## config.mk

```make
export PLATFORM = sky130hd
export DESIGN_NAME = bfiq_mod
export DESIGN_NICKNAME = d
export VERILOG_FILES = /design/src/rtl/core/bfiq_pkg.sv /design/src/rtl/core/bfiq_mod.sv
export SDC_FILE = /design/constraint.sdc
export NUM_CORES = 1
export LEC_CHECK = 0
export BUFFER_PORTS_ARGS = -buffer_cell sky130_fd_sc_hd__buf_2
export CAP_MARGIN = 30
export CORE_UTILIZATION = 35
export DETAILED_ROUTE_END_ITERATION = 10
export HOLD_SLACK_MARGIN = 0.03
export PLACE_DENSITY_LB_ADDON = 0.12
export SLEW_MARGIN = 20
export SYNTH_ARGS = -nofsm -noshare
export SYNTH_HDL_FRONTEND = slang
export SYNTH_SLANG_ARGS = --single-unit
export TNS_END_PERCENT = 10
```

## constraint.sdc

```tcl
create_clock -name clk -period 2.5 [get_ports clk]
set_input_delay 0.5 -clock clk [delete_from_list [all_inputs] [get_ports clk]]
set_output_delay 0.5 -clock clk [all_outputs]
set_load 0.02 [all_outputs]
```

## src/rtl/core/bfiq_pkg.sv

```systemverilog
// Shared types and constants for the Bloom filter insert and query block.
`default_nettype none

package bfiq_pkg;

  localparam int HASH_W     = 32;
  localparam int BYTE_W     = 8;
  localparam int SIZE_W     = 11;
  localparam int CFG_IDX_W  = 4;
  localparam int CFG_DATA_W = 11;
  localparam int STEP_W     = $clog2(HASH_W + 1);

  localparam logic [HASH_W-1:0] FNV_OFFSET = 32'd2166136261;
  localparam logic [HASH_W-1:0] FNV_PRIME  = 32'd16777619;

  localparam logic [SIZE_W-1:0] FILTER_BYTES_RST = 11'd1024;

  localparam logic [CFG_IDX_W-1:0] CFG_FILTER_BYTES = 4'd0;
  localparam logic [CFG_IDX_W-1:0] CFG_SECOND_HASH  = 4'd1;

  localparam logic [1:0] PHASE_LAST = 2'd3;

  typedef struct packed {
    logic              step;
    logic              clear;
    logic [BYTE_W-1:0] key_byte;
  } hash_ctl_t;

endpackage

`default_nettype wire

```

## src/rtl/core/bfiq_mod.sv

```systemverilog
// Bit-serial restoring remainder unit: one dividend bit per cycle.
`default_nettype none

module bfiq_mod #(
  parameter int DW = 14
) (
  input  wire logic                        clk,
  input  wire logic                        rst_n,
  input  wire logic                        start_i,
  input  wire logic [bfiq_pkg::HASH_W-1:0] dividend_i,
  input  wire logic [DW-1:0]               divisor_i,
  output logic                             busy_o,
  output logic      [DW-1:0]               rem_o
);

  import bfiq_pkg::*;

  logic [HASH_W-1:0] quo_r, quo_nxt;
  logic [DW-1:0]     rem_r, rem_nxt;
  logic [DW-1:0]     div_r, div_nxt;
  logic [STEP_W-1:0] cnt_r, cnt_nxt;
  logic [DW:0]       trial;
  logic [DW:0]       div_ext;

  // The partial remainder stays below the divisor, so the trial value is
  // below twice the divisor and one conditional subtract suffices.
  assign trial   = {rem_r, quo_r[HASH_W-1]};
  assign div_ext = {1'b0, div_r};

  always_comb begin
    quo_nxt = quo_r;
    rem_nxt = rem_r;
    div_nxt = div_r;
    cnt_nxt = cnt_r;
    if (start_i) begin
      quo_nxt = dividend_i;
      rem_nxt = '0;
      div_nxt = divisor_i;
      cnt_nxt = STEP_W'(HASH_W);
    end else if (cnt_r != '0) begin
      quo_nxt = quo_r << 1;
      rem_nxt = (trial >= div_ext) ? DW'(trial - div_ext) : trial[DW-1:0];
      cnt_nxt = cnt_r - STEP_W'(1);
    end
  end

  always_ff @(posedge clk) begin
    if (!rst_n) begin
      cnt_r <= '0;
    end else begin
      cnt_r <= cnt_nxt;
    end
  end

  always_ff @(posedge clk) begin
    quo_r <= quo_nxt;
    rem_r <= rem_nxt;
    div_r <= div_nxt;
  end

  assign busy_o = (cnt_r != '0);
  assign rem_o  = rem_r;

endmodule

`default_nettype wire

```

==> flow_metrics.py, run 1 <==
metrics = {
    "sta": {
        "hold_viol": 0,
        "setup_ws_ns": 0.121,
        "slew_viol_final": 0,
        "tightest_slew_ns": 0.408,
        "rsz0062_at_grt": "yes",
        "max-slew-margin-rel_pct": 72.1,
        "skew_ns": 0.00984,
        "fin_crit_ns": 2.38,
        "fmax_ghz": 0.420,
        "final.period_utilization_pct": 95.1,
        "setup_viol": 0,
        "fin_setup_tns_ns": 0,
        "hold_slack_ns": 0.324,
    },
    "power_and_ir_drop": {
        "power_leakage_nw": 1.92,
        "cellPowerDensity_nw_per_um2": 1170,
        "irDropWorstVdd_mv": 0.388,
        "totalPowerFinal_mw": 5.14,
    },
    "worst_setup_path": {
        "worstSetupStartpointType": "register",
        "slowest_delay_ns": 0.45,
        "crit_path_end_kind": "register",
        "worstPathCellList": "ha_1 -> nand4b_1 -> o41ai_4 -> a31oi_4 -> buf_4 -> a311o_1 -> a311oi_1",
        "arrival_ns": 2.63,
        "r2r_setup_slack_ns": 0.12,
        "cp_max_fo": 8,
        "reg2reg_from": "rem_o[11]",
        "startpoint": "rem_o[11]",
        "endpoint": "rem_o[6]",
        "cp.required_ns": 2.75,
        "worst_path_max_delay_cell": "o41ai_4",
        "r2r_end": "rem_o[6]",
        "critPathKind": "register to register",
        "r2r_cells": 7,
    },
    "placement": {
        "pre_cts_slack_ns": 0.0824,
        "place_hpwl_um": 5560,
        "placed_cell_area_um2": 4160,
        "finalWeightedCongestion": 0.773,
        "port_buffers": 63,
        "dp_cells": 516,
    },
    "routing": {
        "via_per_inst": 4.83,
        "ant_nets": 0,
        "drt_iter0_markers": 133,
        "first_pass_iters": 5,
        "vias": 2596,
        "wl_per_cell_um": 14.0,
        "drc": 0,
        "routed_wl_um": 7530,
    },
    "layout": {
        "final_common_cell": "buf_2",
        "nNetsFinal": 465,
        "area_growth_pct": 24.3,
        "fin_area_um2": 4400,
        "antenna_cells": 0,
        "mostFrequentLayoutCells": "buf_2 (63), edfxtp_1 (46), mux2_2 (31)",
        "multi_input_area_um2": 1630,
        "fillCellCount": 948,
        "final_cell_count_no_fill": 538,
        "fin_util_pct": 45.0,
        "seqCellArea_um2": 1780,
        "drive_above_1_share_pct": 37.8,
    },
    "die": {
        "die_area_um2": 10500,
        "die_h_um": 103,
        "initial_utilization_pct": 36.2,
        "ios": 64,
        "die_w_um": 103,
        "fp.coreArea_um2": 9770,
        "rows": 36,
    },
    "synth": {
        "syn_nets": 373,
        "syn_area_um2": 3540,
        "synth-seq-area-share_pct": 50.3,
        "yosys.cell_types.count": 53,
        "synthArstFlopShare_pct": 0,
        "synth-edff-count": 46,
        "synth_cells": 308,
        "synth_area_per_cell_um2": 11.5,
        "synth-main-ff-cell": "edfxtp_1",
        "ys_ff_latch": 66,
        "ys_warn_count": 0,
    },
    "global_routing": {
        "overflow": 0,
        "grt_pass1_wl_um": 12400,
        "grt_pass1_vias": 2509,
        "antenna_found_initial": 0,
        "grt_max_degree": 33,
        "track_usage_pct": 15.6,
    },
    "cts": {
        "worstSkewPairLatency_ns": 0.35,
        "h-tree-depth": 3,
        "cts.sinks": 66,
        "ctsLongestPathBuffers": 2,
        "clk_pin_slew_ns": 0.08,
        "cts_root_buf": "clkbuf_8",
        "cts_buffers": 9,
        "cts_tree": "yes",
    },
    "job": {
        "maxCapViolCount": 0,
    },
    "outcome": {
        "status": "finished, final reports clean",
    },
    "min_path": {
        "hold_path.class": "primary input to register",
    },
}
## worst min path at each step
stage,start,end,slack (ns),depth (start not counted)
2_1_floorplan,cnt_r[1],cnt_r[1],0.48,2
3_5_place_dp,rem_o[11],rem_o[11],0.50,2
6_report,divisor_i[9],div_r[9],0.32,1
5_1_grt,divisor_i[9],div_r[9],0.30,1
3_3_place_gp,rem_o[11],rem_o[11],0.50,2
4_1_cts,divisor_i[9],div_r[9],0.31,1
## repair_timing
item                                    CTS  global route
endpoints found under the setup margin    0             7
setup buffers                             0             6
endpoints found under the hold margin     0             0
gates resized for setup                   0             6
hold buffers                              0             0
## routing by layer
layer / share of wire (%) / up-vias / global-route usage [%]
met4: 1.3 / 0 / 5.27
met1: 49 / 1193 / 21.6
met2: 45 / 68 / 23.2
li1: - / 1327 / -
met3: 5.4 / 8 / 4.47
met5: 0 / - / 0
## synthesized netlist by cell type, drive strengths merged, types with 2 or more instances
master / count / share of area [%]
and3b: 2 / 0.49
a21boi: 2 / 0.42
xor2: 4 / 0.99
edfxtp: 46 / 39
a31oi: 5 / 1.3
a21oi: 15 / 2.1
xnor2: 5 / 1.2
clkbuf: 5 / 0.53
nor3: 12 / 1.7
inv: 23 / 2.4
nor2: 28 / 3.0
nand2b: 4 / 0.71
buf: 6 / 1.1
mux2: 32 / 10
and2: 2 / 0.35
a211oi: 12 / 3.4
o31ai: 2 / 0.42
nor2b: 3 / 0.53
nand4: 2 / 0.35
ha: 15 / 5.3
nand3: 5 / 0.71
o21ai: 9 / 1.3
nand2: 11 / 1.2
nand4b: 2 / 0.49
mux2i: 8 / 2.3
dfxtp: 20 / 11
and3: 2 / 0.35
o21a: 3 / 0.64
a21o: 5 / 1.1
## worst max-delay path, delay by kind of cell, from the launching register on
family	cells	cell delay, ns
flops	1	0.35
simple gates	1	0.21
buf+inv	1	0.22
fa+ha+maj	1	0.41
compound gates	4	1.10
## flip-flops by register name, summed over array words and instances (netlist names)
name and count:
cnt_r 6, rem_o 14, quo_r 32, div_r 14
## final cells by class
class                      count  share of cell area (%)
inverter                      23                    1.96
sequential                    66                    40.5
tap                          133                    3.78
multi-input combinational    208                    37.1
timing repair buffer          92                    12.7
clock inverter                 7                    1.17
clock buffer                   9                    2.81
## where the power goes
part	switching [mW]	internal, mW
Sequential	0.153	1.53
Combinational	1.44	1.19
Clock	0.461	0.367
## cells by family after synthesis
kind of cell	Yosys count	share of synthesized area (%)
flip-flops	66	50.3
adder cells (fa/ha/maj)	16	5.86
buffers and inverters	34	4.06
XOR/XNOR	9	2.23
AND/OR/NAND/NOR	78	11.0
multiplexers	40	12.4
AO/OA/AOI/OAI	65	14.1
Power figures use the tool's default switching activity.
==> run 2: changes to the inputs <==
--- a/config.mk
+++ b/config.mk
@@ -7,7 +7,8 @@
 export LEC_CHECK = 0
 export BUFFER_PORTS_ARGS = -buffer_cell sky130_fd_sc_hd__buf_2
 export CAP_MARGIN = 30
-export CORE_UTILIZATION = 35
+export CORE_ASPECT_RATIO = 1.4
+export CORE_UTILIZATION = 56
 export DETAILED_ROUTE_END_ITERATION = 10
 export HOLD_SLACK_MARGIN = 0.03
 export PLACE_DENSITY_LB_ADDON = 0.12
==> run 2 against run 1 <==
Worst setup slack improved by 0.018 ns. Sequential share of layout area increased by 1.3 points. First-iteration DRC count shrank 24%. Cell count decreased by 13%. Largest cell class unchanged. Register-to-register slack improved by 0.02 ns. Highest routed layer unchanged. Critical path depth increased by 3. Clock power is 15% higher. Global-route usage increased by 7.2 points. Flip-flop and latch count is the same. Wire length is 2.0% lower. Combinational power fell by 5%.
==> flow_metrics.py, run 2 (synthesis gave the netlist of run 1 again) <==
metrics = {
    "outcome": {
        "status": "finished, final reports clean",
    },
    "global_routing": {
        "overflow": 0,
        "antenna_found_initial": 0,
        "grt_pass1_wl_um": 11600,
        "grt_pass1_vias": 2595,
        "grt_max_degree": 33,
        "track_usage_pct": 22.8,
    },
    "placement": {
        "placed_cell_area_um2": 4050,
        "dp_cells": 450,
        "place_hpwl_um": 5380,
        "finalWeightedCongestion": 0.915,
        "port_buffers": 63,
        "pre_cts_slack_ns": 0.0986,
    },
    "job": {
        "maxCapViolCount": 0,
    },
    "min_path": {
        "hold_path.class": "primary input to register",
    },
    "routing": {
        "ant_nets": 0,
        "drt_iter0_markers": 101,
        "drc": 0,
        "wl_per_cell_um": 15.8,
        "first_pass_iters": 4,
        "via_per_inst": 5.70,
        "vias": 2658,
        "routed_wl_um": 7380,
    },
    "sta": {
        "rsz0062_at_grt": "yes",
        "fmax_ghz": 0.424,
        "max-slew-margin-rel_pct": 69.6,
        "skew_ns": 0.0105,
        "final.period_utilization_pct": 94.4,
        "setup_ws_ns": 0.139,
        "setup_viol": 0,
        "hold_viol": 0,
        "slew_viol_final": 0,
        "hold_slack_ns": 0.327,
        "fin_crit_ns": 2.36,
        "tightest_slew_ns": 0.445,
        "fin_setup_tns_ns": 0,
    },
    "power_and_ir_drop": {
        "totalPowerFinal_mw": 5.16,
        "switching_share_pct": 38.7,
        "p_seq_share_pct": 33.3,
        "power_frac_comb_pct": 48.3,
        "irDropWorstVdd_mv": 0.720,
        "power.switching_mw": 2.00,
        "cellPowerDensity_nw_per_um2": 1210,
        "clock_power_share_pct": 18.4,
        "power_leakage_nw": 1.89,
        "p_int_mw": 3.16,
    },
    "layout": {
        "largest_register_ffs": 32,
        "nNetsFinal": 456,
        "antenna_cells": 0,
        "multi_input_area_um2": 1620,
        "fin_util_pct": 71.2,
        "seqCellArea_um2": 1780,
        "area_growth_pct": 20.3,
        "fillCellCount": 446,
        "top_register": "quo_r",
        "final_common_cell": "buf_2",
        "drive_above_1_share_pct": 34.8,
        "mostFrequentLayoutCells": "buf_2 (63), edfxtp_1 (46), mux2_2 (31)",
        "final_cell_count_no_fill": 466,
        "fin_area_um2": 4260,
    },
    "cts": {
        "cts_setup_buffers": 0,
        "cts_tree": "yes",
        "cts.sinks": 66,
        "worstSkewPairLatency_ns": 0.34,
        "ctsLongestPathBuffers": 2,
        "cts_buffers": 9,
        "clk_pin_slew_ns": 0.08,
        "cts_root_buf": "clkbuf_8",
        "hold_buffers": 0,
        "h-tree-depth": 3,
    },
    "die": {
        "rows": 33,
        "die_h_um": 96.1,
        "fp.coreArea_um2": 5990,
        "die_w_um": 69.2,
        "ios": 64,
        "initial_utilization_pct": 59.2,
        "die_area_um2": 6650,
    },
    "worst_setup_path": {
        "arrival_ns": 2.60,
        "worstSetupStartpointType": "register",
        "critPathKind": "register to register",
        "crit_path_end_kind": "register",
        "cp.required_ns": 2.74,
        "cp_max_fo": 3,
    },
}
## run 2: worst paths after layout
kind              cells past startpoint           from  slack (ns)         to
setup reg to reg                     10      quo_r[31]        0.14   rem_o[6]
hold reg to reg                       2      rem_o[11]        0.51  rem_o[11]
hold / removal                        1  divisor_i[10]        0.33  div_r[10]
setup / recovery                     10      quo_r[31]        0.14   rem_o[6]
## run 2: final cells by class
type                       instances  area share, %
sequential                        66           41.8
multi-input combinational        208           38.0
timing repair buffer              83           11.2
clock buffer                       9           2.91
tap                               70           2.05
inverter                          23           2.03
clock inverter                     7           1.97
## run 2: repair_timing
| item | in CTS | in global routing |
|---|---|---|
| resized for setup | 0 | 2 |
| endpoints found under the hold margin | 0 | 0 |
| endpoints found under the setup margin | 0 | 2 |
## run 2: critical path: stages, from the launching register on
cell	delay [ns]
edfxtp_1	0.36
inv_1	0.08
ha_1	0.17
inv_1	0.06
fa_1	0.41
nand3_1	0.14
a21boi_0	0.17
o21ai_1	0.20
a21oi_1	0.09
a311o_1	0.33
a311oi_1	0.27
## run 2: layer usage
| metal | part of all wire, % | vias to the layer above | global-route usage [%] |
|---|---|---|---|
| li1 | - | 1310 | - |
| met1 | 40 | 1229 | 23.7 |
| met2 | 52 | 94 | 41.5 |
| met3 | 4.7 | 25 | 5.65 |
| met4 | 3.9 | 0 | 14.1 |
| met5 | 0 | - | 0 |
## run 2: power by group through the flow
stage                     clock (mW)  sequential, mW  combinational, mW
after detailed placement           0            1.74               2.44
final                          0.951            1.72               2.49
after floorplan                    0            1.82               1.64
after CTS                      0.963            1.72               2.47
after global placement             0            1.73               2.41
after global routing            1.01            1.75               2.70
