[config.mk]
export PLATFORM = sky130hd
export DESIGN_NAME = bfiq_hash
export DESIGN_NICKNAME = d
export VERILOG_FILES = /design/src/rtl/core/bfiq_pkg.sv /design/src/rtl/core/bfiq_hash.sv
export SDC_FILE = /design/constraint.sdc
export NUM_CORES = 1
export LEC_CHECK = 0
export ABC_CLOCK_PERIOD_IN_PS = 6170
export BUFFER_PORTS_ARGS = -buffer_cell sky130_fd_sc_hd__buf_4
export CORE_ASPECT_RATIO = 1.25
export CORE_UTILIZATION = 63
export DETAILED_ROUTE_END_ITERATION = 10
export PLACE_DENSITY = 0.84
export SLEW_MARGIN = 10
export SYNTH_ARGS = -nofsm -noshare
export SYNTH_HDL_FRONTEND = slang
export SYNTH_SLANG_ARGS = --single-unit
[constraint.sdc]
create_clock -name clk -period 6.17 [get_ports clk]
set_clock_uncertainty 0.15 [all_clocks]
set_input_delay 0.3085 -clock clk [delete_from_list [all_inputs] [get_ports clk]]
set_output_delay 0.3085 -clock clk [all_outputs]
set_load 0.005 [all_outputs]
[src/rtl/core/bfiq_pkg.sv]
// Shared types and constants for the Bloom filter insert and query block.
`default_nettype none

package bfiq_pkg;

  localparam int HASH_W     = 32;
  localparam int BYTE_W     = 8;
  localparam int SIZE_W     = 11;
  localparam int CFG_IDX_W  = 4;
  localparam int CFG_DATA_W = 11;
  localparam int STEP_W     = $clog2(HASH_W + 1);

  localparam logic [HASH_W-1:0] FNV_OFFSET = 32'd2166136261;
  localparam logic [HASH_W-1:0] FNV_PRIME  = 32'd16777619;

  localparam logic [SIZE_W-1:0] FILTER_BYTES_RST = 11'd1024;

  localparam logic [CFG_IDX_W-1:0] CFG_FILTER_BYTES = 4'd0;
  localparam logic [CFG_IDX_W-1:0] CFG_SECOND_HASH  = 4'd1;

  localparam logic [1:0] PHASE_LAST = 2'd3;

  typedef struct packed {
    logic              step;
    logic              clear;
    logic [BYTE_W-1:0] key_byte;
  } hash_ctl_t;

endpackage

`default_nettype wire

[src/rtl/core/bfiq_hash.sv]
// Running word-sum and FNV-1a hashes over the bytes of one key.
`default_nettype none

module bfiq_hash (
  input  wire logic                           clk,
  input  wire logic                           rst_n,
  input  wire bfiq_pkg::hash_ctl_t            ctl_i,
  output logic      [bfiq_pkg::HASH_W-1:0]    sum_o,
  output logic      [bfiq_pkg::HASH_W-1:0]    fnv_o
);

  import bfiq_pkg::*;

  logic [HASH_W-1:0] sum_r, sum_nxt;
  logic [HASH_W-1:0] gather_r, gather_nxt;
  logic [1:0]        phase_r, phase_nxt;
  logic [HASH_W-1:0] fnv_r, fnv_nxt;
  logic [HASH_W-1:0] byte_ext;
  logic [HASH_W-1:0] gather_add;
  logic [HASH_W-1:0] fnv_prod;

  assign byte_ext   = {{(HASH_W-BYTE_W){1'b0}}, ctl_i.key_byte};
  assign gather_add = gather_r | (byte_ext << {phase_r, 3'b000});
  // Only the low word of the product is kept, as in a 32-bit wrapping multiply.
  assign fnv_prod   = (fnv_r ^ byte_ext) * FNV_PRIME;

  always_comb begin
    sum_nxt    = sum_r;
    gather_nxt = gather_r;
    phase_nxt  = phase_r;
    fnv_nxt    = fnv_r;
    if (ctl_i.clear) begin
      sum_nxt    = '0;
      gather_nxt = '0;
      phase_nxt  = '0;
      fnv_nxt    = FNV_OFFSET;
    end else if (ctl_i.step) begin
      phase_nxt = phase_r + 2'd1;
      fnv_nxt   = fnv_prod;
      if (phase_r == PHASE_LAST) begin
        sum_nxt    = sum_r + gather_add;
        gather_nxt = '0;
      end else begin
        gather_nxt = gather_add;
      end
    end
  end

  always_ff @(posedge clk) begin
    if (!rst_n) begin
      sum_r    <= '0;
      gather_r <= '0;
      phase_r  <= '0;
      fnv_r    <= FNV_OFFSET;
    end else begin
      sum_r    <= sum_nxt;
      gather_r <= gather_nxt;
      phase_r  <= phase_nxt;
      fnv_r    <= fnv_nxt;
    end
  end

  assign sum_o = sum_r;
  assign fnv_o = fnv_r;

endmodule

`default_nettype wire

==> results.md, run 1 <==
* Number of hold buffers added after cts at 0
* Cell with the biggest individual delay on the critical path: fa_1
* Number of instances resized during post-cts repair at 0
* Final hold violations at 0
* DRC marker count from the first detailed-route iteration at a little under 500
* Aggregate global routing overflow at 0
* Leading post-synthesis cells by instance count: ha_1 (214), inv_1 (210), dfxtp_1 (98)
* Vias per Instance at approximately 6.0
* Vertical die dimension at 149 um
* Top-area cell type share of the netlist area at between 20% and 30%
* Boundary Pins at 76
* Final wirelength at 27200 um
* Via count of the first global-routing pass at between 9000 and 10000
* Via Count at ~9000
* Synth warn at 0
* Sum of met2 wire segment lengths after detailed routing at 13900 um
* TritonCTS Buffers at 9
* Sum Neg Setup Slack at 0 ns
* Routed wirelength normalized by instance count at approximately 18 um
* Clock transition at the registers of the reported paths at approximately 0.070 ns
* Most common cell type on the critical path: ha_1
* Result of the run: finished, final reports clean
* Number of routed nets with antenna violations at 0
* CP Capture Type: flip-flop
* Maximum fanout encountered on the critical timing path at 5
* Post-synthesis sequential element count at a little under 100
* Largest net degree at the start of global routing at between 70 and 80
* Final design utilization at 70.9%
* Buffer count from post-CTS setup fixing at 0
* Final HPWL from detailed placement at between 20000 and 25000 um
* Type of the most critical hold path: in -> reg
* Count of buffers from port buffering at 75
* Synthesized net count at between 1500 and 2000
* Number of instances in the synthesized netlist at between 1000 and 1500
* Measured slew at the worst slew-check pin at about 0.94 ns
* Met1 layer wirelength in the final routing at 10400 um
* Distinct cells, synth at between 60 and 70
* CTS tree: yes
* Weighted congestion at the end of routability-driven global placement at 0.928
* Overall routing resource usage at between 30% and 40%
* DRC Markers at 0
* Mean instance size in the synthesized netlist at slightly below 9 sq um
* Worst hold slack at slightly above 0.2 ns
* Setup repair after global routing missed its margin: no
* Full die area at 17800 sq um
* Insertion delay of the later-clocked pin in the worst-skew pair at 0.36 ns
* Arrival time worst endpoint at about 5.9 ns
* Final critical delay including setup and external delays at around 5.8 ns
* Detailed route wirelength on metal3 at about 1200 um
* Crit path kind: reg -> reg
* Global-route wire length before repair at between 40000 and 50000 um
* Synth-to-Final Area Change at 9.93%
* Number of enable-type register cells in the synthesized netlist at 0
* Antenna violations before repair at 0
* Startpoint Class: flip-flop
* Final-report max-slew violation count at 0
* Standard-cell rows at between 50 and 60
* Clock sink count at 98
* Maximum level of the CTS H-tree at 3
* Critical path's largest stage delay at roughly 0.47 ns
* Layout filler cell count at 1333
* Final setup violation count at 0
* Core region area at approximately 17000 sq um
* Most used standard cell by instance count after synthesis: ha_1
* Critical-path cell list: xor2_1 -> ha_1 -> ha_1 -> inv_1 -> fa_1 -> inv_1 -> ha_1 -> fa_1 -> ha_1 -> inv_1 -> fa_1 -> inv_1 -> ha_1 -> nand3_1 -> nor4_1 -> o21bai_1 -> a31oi_1 -> o2111ai_1 -> a31oi_1 -> mux2i_1 -> o21ai_0
* Top layer reached by signal wires: met4
* Relative max-transition margin at a little under two fifths
* Root buffer selected by CTS: clkbuf_16
* Largest cells by area after synthesis: ha_1 (25%), dfxtp_1 (18%), fa_1 (14%)
* Data required time of the critical path at roughly 6.2 ns
* Max-capacitance violation count at 0
* Number of iterations in the first detailed-routing pass at 5
* Final Net Count at 1585
* Final period utilization at between 90% and 100%
* Biggest area consumer among synthesized cells: ha_1
* Top achievable clock speed at around 0.17 GHz
* Sequential-to-total area share from yosys stat at between 15 and 20%
* Primary FF master, synth: dfxtp_1
* Number of inserted diodes at 0
* Clock Path Buffers at 2
* Worst reg2reg setup slack at ~0.39 ns
* Layout cell share with drive strength beyond 1 at a little under a tenth
* Effective utilization at floorplan at between 60 and 70%
* Cell area after synthesis at around 11000 sq um
* Share of synthesized registers carrying an async set or reset at 0%
* Die W at roughly 120 um
cell usage in the layout, fill, tap and decap left out, types with 6 or more instances in the layout:
| master | n |
|---|---|
| a211o_1 | 6 |
| xor2_1 | 26 |
| clkbuf_16 | 9 |
| inv_1 | 210 |
| nor2b_1 | 6 |
| o211a_1 | 33 |
| o21a_1 | 15 |
| a211oi_1 | 17 |
| nor2_1 | 45 |
| ha_1 | 214 |
| nand3_1 | 18 |
| o21ai_0 | 40 |
| a21oi_1 | 78 |
| and2_1 | 8 |
| o21bai_1 | 7 |
| fa_1 | 75 |
| nor3_1 | 19 |
| xnor2_1 | 37 |
| buf_4 | 88 |
| a31oi_1 | 8 |
| a21o_1 | 53 |
| o211ai_1 | 7 |
| mux2i_1 | 11 |
| dfxtp_1 | 98 |
| nand2_1 | 81 |
layer usage:
layer  GRT usage (%)  vias up
li1                -     4316
met1            34.5     4295
met2            60.1      301
met3            4.05      112
met4            20.7        0
met5               0        -
worst max-delay path, delay by kind of cell (launching register included):
family          cells  cell delay, ns
fa+ha+maj           8            2.62
compound gates      5            1.09
simple gates        2            0.52
xor+xnor            1            0.43
flops               1            0.38
buf+inv             4            0.24
mux                 1            0.21
layout make-up:
type / instances / area [sq um] / share of cell area (%)
Clock inverter: 6 / 41.3 / 0.346
Sequential cell: 98 / 1960 / 16.4
Tap cell: 220 / 275 / 2.31
Clock buffer: 9 / 225 / 1.89
Timing Repair Buffer: 88 / 661 / 5.53
Multi-Input combinational cell: 877 / 7990 / 66.9
Inverter: 210 / 788 / 6.60
registers in the layout (all words and copies together), names as in the netlist:
signal	cells
fnv_o	32
sum_o	32
phase_r	2
gather_r	32
metrics by stage:
| stage | std cells | setup WS (ns) | cell area (sq um) |
|---|---|---|---|
| 3_3_place_gp | 1493 | 0.610 | 11700 |
| 2_1_floorplan | 1220 | 0.978 | 10900 |
| 5_1_grt | 1508 | 0.155 | 11900 |
| 3_5_place_dp | 1493 | 0.470 | 11700 |
| 4_1_cts | 1508 | 0.513 | 11900 |
| 6_report | 1508 | 0.394 | 11900 |
path summary, 6_finish.rpt:
| path | from | to | cells past startpoint |
|---|---|---|---|
| setup reg to reg | fnv_o[2] | fnv_o[30] | 21 |
| hold / removal | ctl_i[0] | fnv_o[0] | 3 |
| setup / recovery | fnv_o[2] | fnv_o[30] | 21 |
| hold reg to reg | sum_o[5] | sum_o[5] | 2 |
kinds of logic after synthesis:
family / synth area share, %
xor gates and xnor gates: 5.08
buffers and inverters: 8.47
muxes: 1.01
adders and majority gates: 38.5
and+or+nand+nor: 8.95
AOI/OAI and AO/OA: 19.9
DFF: 18.1
Power of run 1 is not shown: default switching activity piles up to over one toggle a cycle in this logic, so the estimate is an artifact.
==> inputs of run 2 (changes only) <==
- CORE_MARGIN: unset -> 2
- GPL_TIMING_DRIVEN: unset -> 0
==> run 2 against run 1 <==
Flip-flop and latch count unchanged. Critical path depth stayed put. Die area up 3.0%. Final area increased by 0.50%. Core utilization increased by 0.36 points. Clock-buffer cell count is 1 higher. Sequential share of layout area shrank 0.082 points. Wire length rose by 1.9%. Via count is essentially flat. Worst setup slack got worse by 0.22 ns. Worst hold slack lost 0.060 ns. Final cell count rose by 1.3%. Critical path type unchanged. Critical endpoint is now fnv_o[28]. Largest cell class unchanged.
==> results.md, run 2 (synthesized netlist as in run 1, its figures left out) <==
* Result of the run: finished, final reports clean
* Effective utilization at floorplan at ~64%
* Capturing point of the worst reg2reg path: fnv_o[28]
* Type of the most critical hold path: in -> reg
* Routed wirelength normalized by instance count at 18.2 um
* Non-filler cells, final at between 1500 and 2000
* Worst reg2reg setup slack at between 0.15 and 0.2 ns
* Launch point of the worst hold path: ctl_i[8]
* Final HPWL from detailed placement at 22300 um
* Via Count at about 9000
* Vertical die dimension at about 150 um
* Number of inserted diodes at 0
* Measured slew at the worst slew-check pin at 0.888 ns
* Boundary Pins at 76
* Number of routed nets with antenna violations at 0
* Clock sink count at 98
* Maximum level of the CTS H-tree at 3
* Root buffer selected by CTS: clkbuf_16
* Global-route wire length before repair at between 40000 and 50000 um
* DRC marker count from the first detailed-route iteration at around 450
* Clock Path Buffers at 2
* Buffer count from post-CTS setup fixing at 0
* Commonest non-fill, non-tap cell in the layout: ha_1
* CTS tree: yes
* Cell with the biggest individual delay on the critical path: fa_1
* DRC Markers at 0
* Layout cell share with drive strength beyond 1 at approximately 8.5%
* Antenna violations before repair at 0
* Most common cell type on the critical path: ha_1
* Final setup violation count at 0
* Layout filler cell count at around 1300
* Setup WS pre-CTS at -0.189 ns
* Setup WS post-layout at 0.175 ns
* Full die area at 18300 sq um
* Total instance count after detailed placement at between 1500 and 2000
* Die W at ~120 um
* Clock transition at the registers of the reported paths at 0.07 ns
* TritonCTS Buffers at 9
* Depth of the most critical reg-to-reg path at 21
* Critical path's largest stage delay at between 0.5 and 0.6 ns
* Via count of the first global-routing pass at 9440
* Critical-path cell list: xor2_1 -> ha_1 -> ha_1 -> inv_1 -> fa_1 -> inv_1 -> ha_1 -> fa_1 -> ha_1 -> inv_1 -> fa_1 -> inv_1 -> ha_1 -> nand3_1 -> nor4_1 -> o21bai_1 -> a31oi_1 -> o2111ai_1 -> and4_1 -> o21ai_0 -> a21oi_1
* Crit path kind: reg -> reg
* Source of the critical timing path: fnv_o[1]
* Max-capacitance violation count at 0
* Top achievable clock speed at roughly 0.17 GHz
* Terminating pin of the worst hold path: sum_o[31]
* Largest net degree at the start of global routing at 18
* Maximum fanout encountered on the critical timing path at 5
* Insertion delay of the later-clocked pin in the worst-skew pair at 0.35 ns
* Data required time of the critical path at ~6.2 ns
* CP Capture Type: flip-flop
* Synth-to-Final Area Change at 10.5%
* Final critical delay including setup and external delays at 5.99 ns
* Most used cells in the layout excluding fill and tap cells: ha_1 (214), inv_1 (209), dfxtp_1 (98)
* Final hold violations at 0
* Startpoint Class: flip-flop
* Final-report max-slew violation count at 0
* Final wirelength at 27700 um
* FF-to-FF Start: fnv_o[1]
* Arrival time worst endpoint at 6.04 ns
* Standard-cell rows at 53
* Weighted congestion at the end of routability-driven global placement at 0.935
* Relative max-transition margin at between 40% and 50%
* Cell depth of the worst min-delay path at 4
* Setup repair after global routing missed its margin: no
* Number of iterations in the first detailed-routing pass at 5
* Number of hold buffers added after cts at 0
* Final period utilization at 97.2%
* Final design utilization at around 71%
* Core region area at 16800 sq um
* Final Net Count at between 1500 and 2000
* Overall routing resource usage at a little under a third
* Vias per Instance at 5.91
* Aggregate global routing overflow at 0
* Count of buffers from port buffering at 71
* Number of instances resized during post-cts repair at 1
## run 2: through the flow
| stage | hold WS (ns) | setup TNS [ns] | instance area [sq um] |
|---|---|---|---|
| floorplan | 0.306 | 0 | 10900 |
| global placement | 0.311 | -0.0837 | 11700 |
| detailed placement | 0.317 | -0.338 | 11700 |
| CTS | 0.150 | 0 | 12000 |
| global route | 0.163 | 0 | 12000 |
| finish | 0.144 | 0 | 12000 |
## run 2: critical path: cells and delay by family, from the launching register on
family | cells | cell delay [ns]
fa+ha+maj | 8 | 2.75
compound gates | 5 | 1.15
simple gates | 3 | 0.68
xor+xnor | 1 | 0.51
flops | 1 | 0.37
buf+inv | 4 | 0.22
## run 2: worst max-delay path by stage
stage,cells after the start,slack (ns),to
global placement,21,-0.08,fnv_o[28]
floorplan,18,0.98,fnv_o[21]
finish,21,0.18,fnv_o[28]
detailed placement,21,-0.19,fnv_o[28]
global route,21,0.005,fnv_o[28]
CTS,19,0.01,fnv_o[28]
## run 2: layer usage
layer  part of all wire (%)  up-vias  track usage (%)  routed length, um
li1                       -     4341                -                  -
met1                     39     4333             35.6              10700
met2                     52      273             58.2              14300
met3                    5.0       75             4.86               1390
met4                    4.7        0             16.1               1300
met5                      0        -                0                  0
## run 2: area by class of cell
| type | instances | area, sq um | area share, % |
|---|---|---|---|
| plain buffers | 35 | 131 | 1.09 |
| inverters | 210 | 788 | 6.57 |
| multi-input cells | 877 | 8020 | 66.9 |
| clock inverters | 6 | 46.3 | 0.386 |
| flip-flops and latches | 98 | 1960 | 16.4 |
| well taps | 220 | 275 | 2.29 |
| clock buffers | 10 | 239 | 1.99 |
| repair buffers | 71 | 533 | 4.44 |
Power of run 2 is left out for the same reason.
==> inputs of run 3 (changes only) <==
- ABC_CLOCK_PERIOD_IN_PS: 6170 -> 7450
- CORE_UTILIZATION: 63 -> 68
- PLACE_DENSITY: 0.84 -> 0.89
- clock period: 6.17 -> 7.45 ns (I/O delays scaled with it)
==> run 3 against run 2 <==
Flip-flop and latch count stayed put. Final area shrank 0.37%. Final cell count down 0.52%. Global-route usage up 2.2 points. Worst setup slack better by 1.0 ns. Wire length is 0.72% higher. Sequential share of layout area is 0.060 points higher. First-iteration DRC count decreased by 11%. Largest cell class unchanged. Highest routed layer unchanged.
==> results.md, run 3 (synthesized netlist as in run 1, its figures left out) <==
* Result of the run: finished, final reports clean
* Most used cells in the layout excluding fill and tap cells: ha_1 (214), inv_1 (210), dfxtp_1 (98)
* Global-route wire length before repair at roughly 45000 um
* Aggregate global routing overflow at 0
* Critical path's largest stage delay at between 0.5 and 0.6 ns
* CP Capture Type: flip-flop
* Final wirelength at around 28000 um
* Setup repair after global routing missed its margin: no
* Measured slew at the worst slew-check pin at 1.01 ns
* CTS tree: yes
* Root buffer selected by CTS: clkbuf_16
* Launch point of the worst hold path: ctl_i[8]
* Final period utilization at between 80 and 90%
* Final-report max-slew violation count at 0
* Setup WS post-layout at around 1.2 ns
* DRC marker count from the first detailed-route iteration at 403
* Layout cell share with drive strength beyond 1 at under 10%
* Critical-path cell list: xnor2_1 -> inv_1 -> ha_1 -> ha_1 -> fa_1 -> ha_1 -> fa_1 -> ha_1 -> inv_1 -> fa_1 -> inv_1 -> ha_1 -> and4_1 -> nand2_1 -> o21bai_1 -> a31oi_1 -> o2111ai_1 -> a31oi_1 -> mux2i_1 -> o21ai_0
* Terminating pin of the worst hold path: sum_o[31]
* Via count of the first global-routing pass at ~9500
* Cell depth of the worst min-delay path at 4
* Final design utilization at ~76%
* FF-to-FF Start: fnv_o[7]
* Count of buffers from port buffering at between 70 and 80
* Routed wirelength normalized by instance count at around 18 um
* Via Count at a little over 9000
* Weighted congestion at the end of routability-driven global placement at 0.951
* Top layer reached by signal wires: met4
* Relative max-transition margin at between 30% and 40%
* Maximum level of the CTS H-tree at 3
* Crit path kind: reg -> reg
* Data required time of the critical path at 7.53 ns
* Number of instances resized during post-cts repair at 0
* Vias per Instance at ~6.0
* Overall routing resource usage at 34.0%
* Number of hold buffers added after cts at 0
* Arrival time worst endpoint at around 6.4 ns
* Synth-to-Final Area Change at 10.1%
* Vertical die dimension at roughly 150 um
* Depth of the most critical reg-to-reg path at 20
* Source of the critical timing path: fnv_o[7]
* Sum Neg Setup Slack at 0 ns
* Layout filler cell count at roughly 1100
* Largest net degree at the start of global routing at 20
* Cell with the biggest individual delay on the critical path: xnor2_1
* Sum of met2 wire segment lengths after detailed routing at around 14000 um
* Type of the most critical hold path: in -> reg
* Max-capacitance violation count at 0
* Number of routed nets with antenna violations at 0
* Clock Path Buffers at 2
* Setup WS pre-CTS at ~1.1 ns
* Antenna violations before repair at 0
* TritonCTS Buffers at 9
* Die W at 117 um
* Number of inserted diodes at 0
* Final critical delay including setup and external delays at 6.28 ns
* Effective utilization at floorplan at between 60 and 70%
* Final hold violations at 0
* Commonest non-fill, non-tap cell in the layout: ha_1
* Maximum fanout encountered on the critical timing path at 7
* Boundary Pins at 76
* Met1 layer wirelength in the final routing at about 10000 um
* DRC Markers at 0
* Most common cell type on the critical path: ha_1
* Capturing point of the worst reg2reg path: fnv_o[30]
* Worst reg2reg setup slack at 1.17 ns
* Full die area at approximately 17000 sq um
* Startpoint Class: flip-flop
* Detailed route wirelength on metal3 at ~1700 um
* Number of iterations in the first detailed-routing pass at 5
* Top achievable clock speed at roughly 0.16 GHz
* Final Net Count at around 1600
* Final setup violation count at 0
* Core region area at 15600 sq um
* Clock transition at the registers of the reported paths at ~0.080 ns
* Buffer count from post-CTS setup fixing at 0
* Standard-cell rows at 51
* Insertion delay of the later-clocked pin in the worst-skew pair at about 0.36 ns
* Final HPWL from detailed placement at 22400 um
* Clock sink count at 98
run 3: area by class of cell:
cell class | instances | area (sq um) | area share (%)
plain buffers | 35 | 131 | 1.10
clock buffers | 9 | 225 | 1.88
clock inverters | 7 | 71.3 | 0.597
inverters | 210 | 788 | 6.59
multi-input cells | 877 | 7980 | 66.7
flip-flops and latches | 98 | 1960 | 16.4
well taps | 212 | 265 | 2.22
repair buffers | 71 | 533 | 4.46
run 3: routing by layer:
layer	vias up	GRT usage, %
li1	4345	-
met1	4340	37.9
met2	335	60.3
met3	111	4.72
met4	0	18.9
met5	-	0
run 3: how the worst max path moves through the flow:
stage                end  slack [ns]  depth (start not counted)
2_1_floorplan  fnv_o[21]        2.22                         21
3_3_place_gp   fnv_o[21]        1.25                         21
3_5_place_dp   fnv_o[30]        1.13                         21
4_1_cts        fnv_o[30]        1.26                         20
5_1_grt        fnv_o[30]        0.94                         20
6_report       fnv_o[30]        1.17                         20
run 3: critical path, delay by kind of cell (launching register included):
kind / cells / cell delay (ns)
AOI/OAI and AO/OA: 5 / 1.13
xor gates and xnor gates: 1 / 0.58
adders and majority gates: 8 / 2.96
buffers and inverters: 3 / 0.48
DFF: 1 / 0.34
muxes: 1 / 0.21
and+or+nand+nor: 2 / 0.29
run 3: stage by stage:
step / hold slack, ns / cells / instance area [sq um]
global placement: 0.311 / 1503 / 11700
finish: 0.206 / 1519 / 12000
CTS: 0.206 / 1519 / 12000
floorplan: 0.306 / 1220 / 10900
global route: 0.228 / 1519 / 12000
detailed placement: 0.318 / 1503 / 11700
Power of run 3 is left out for the same reason.
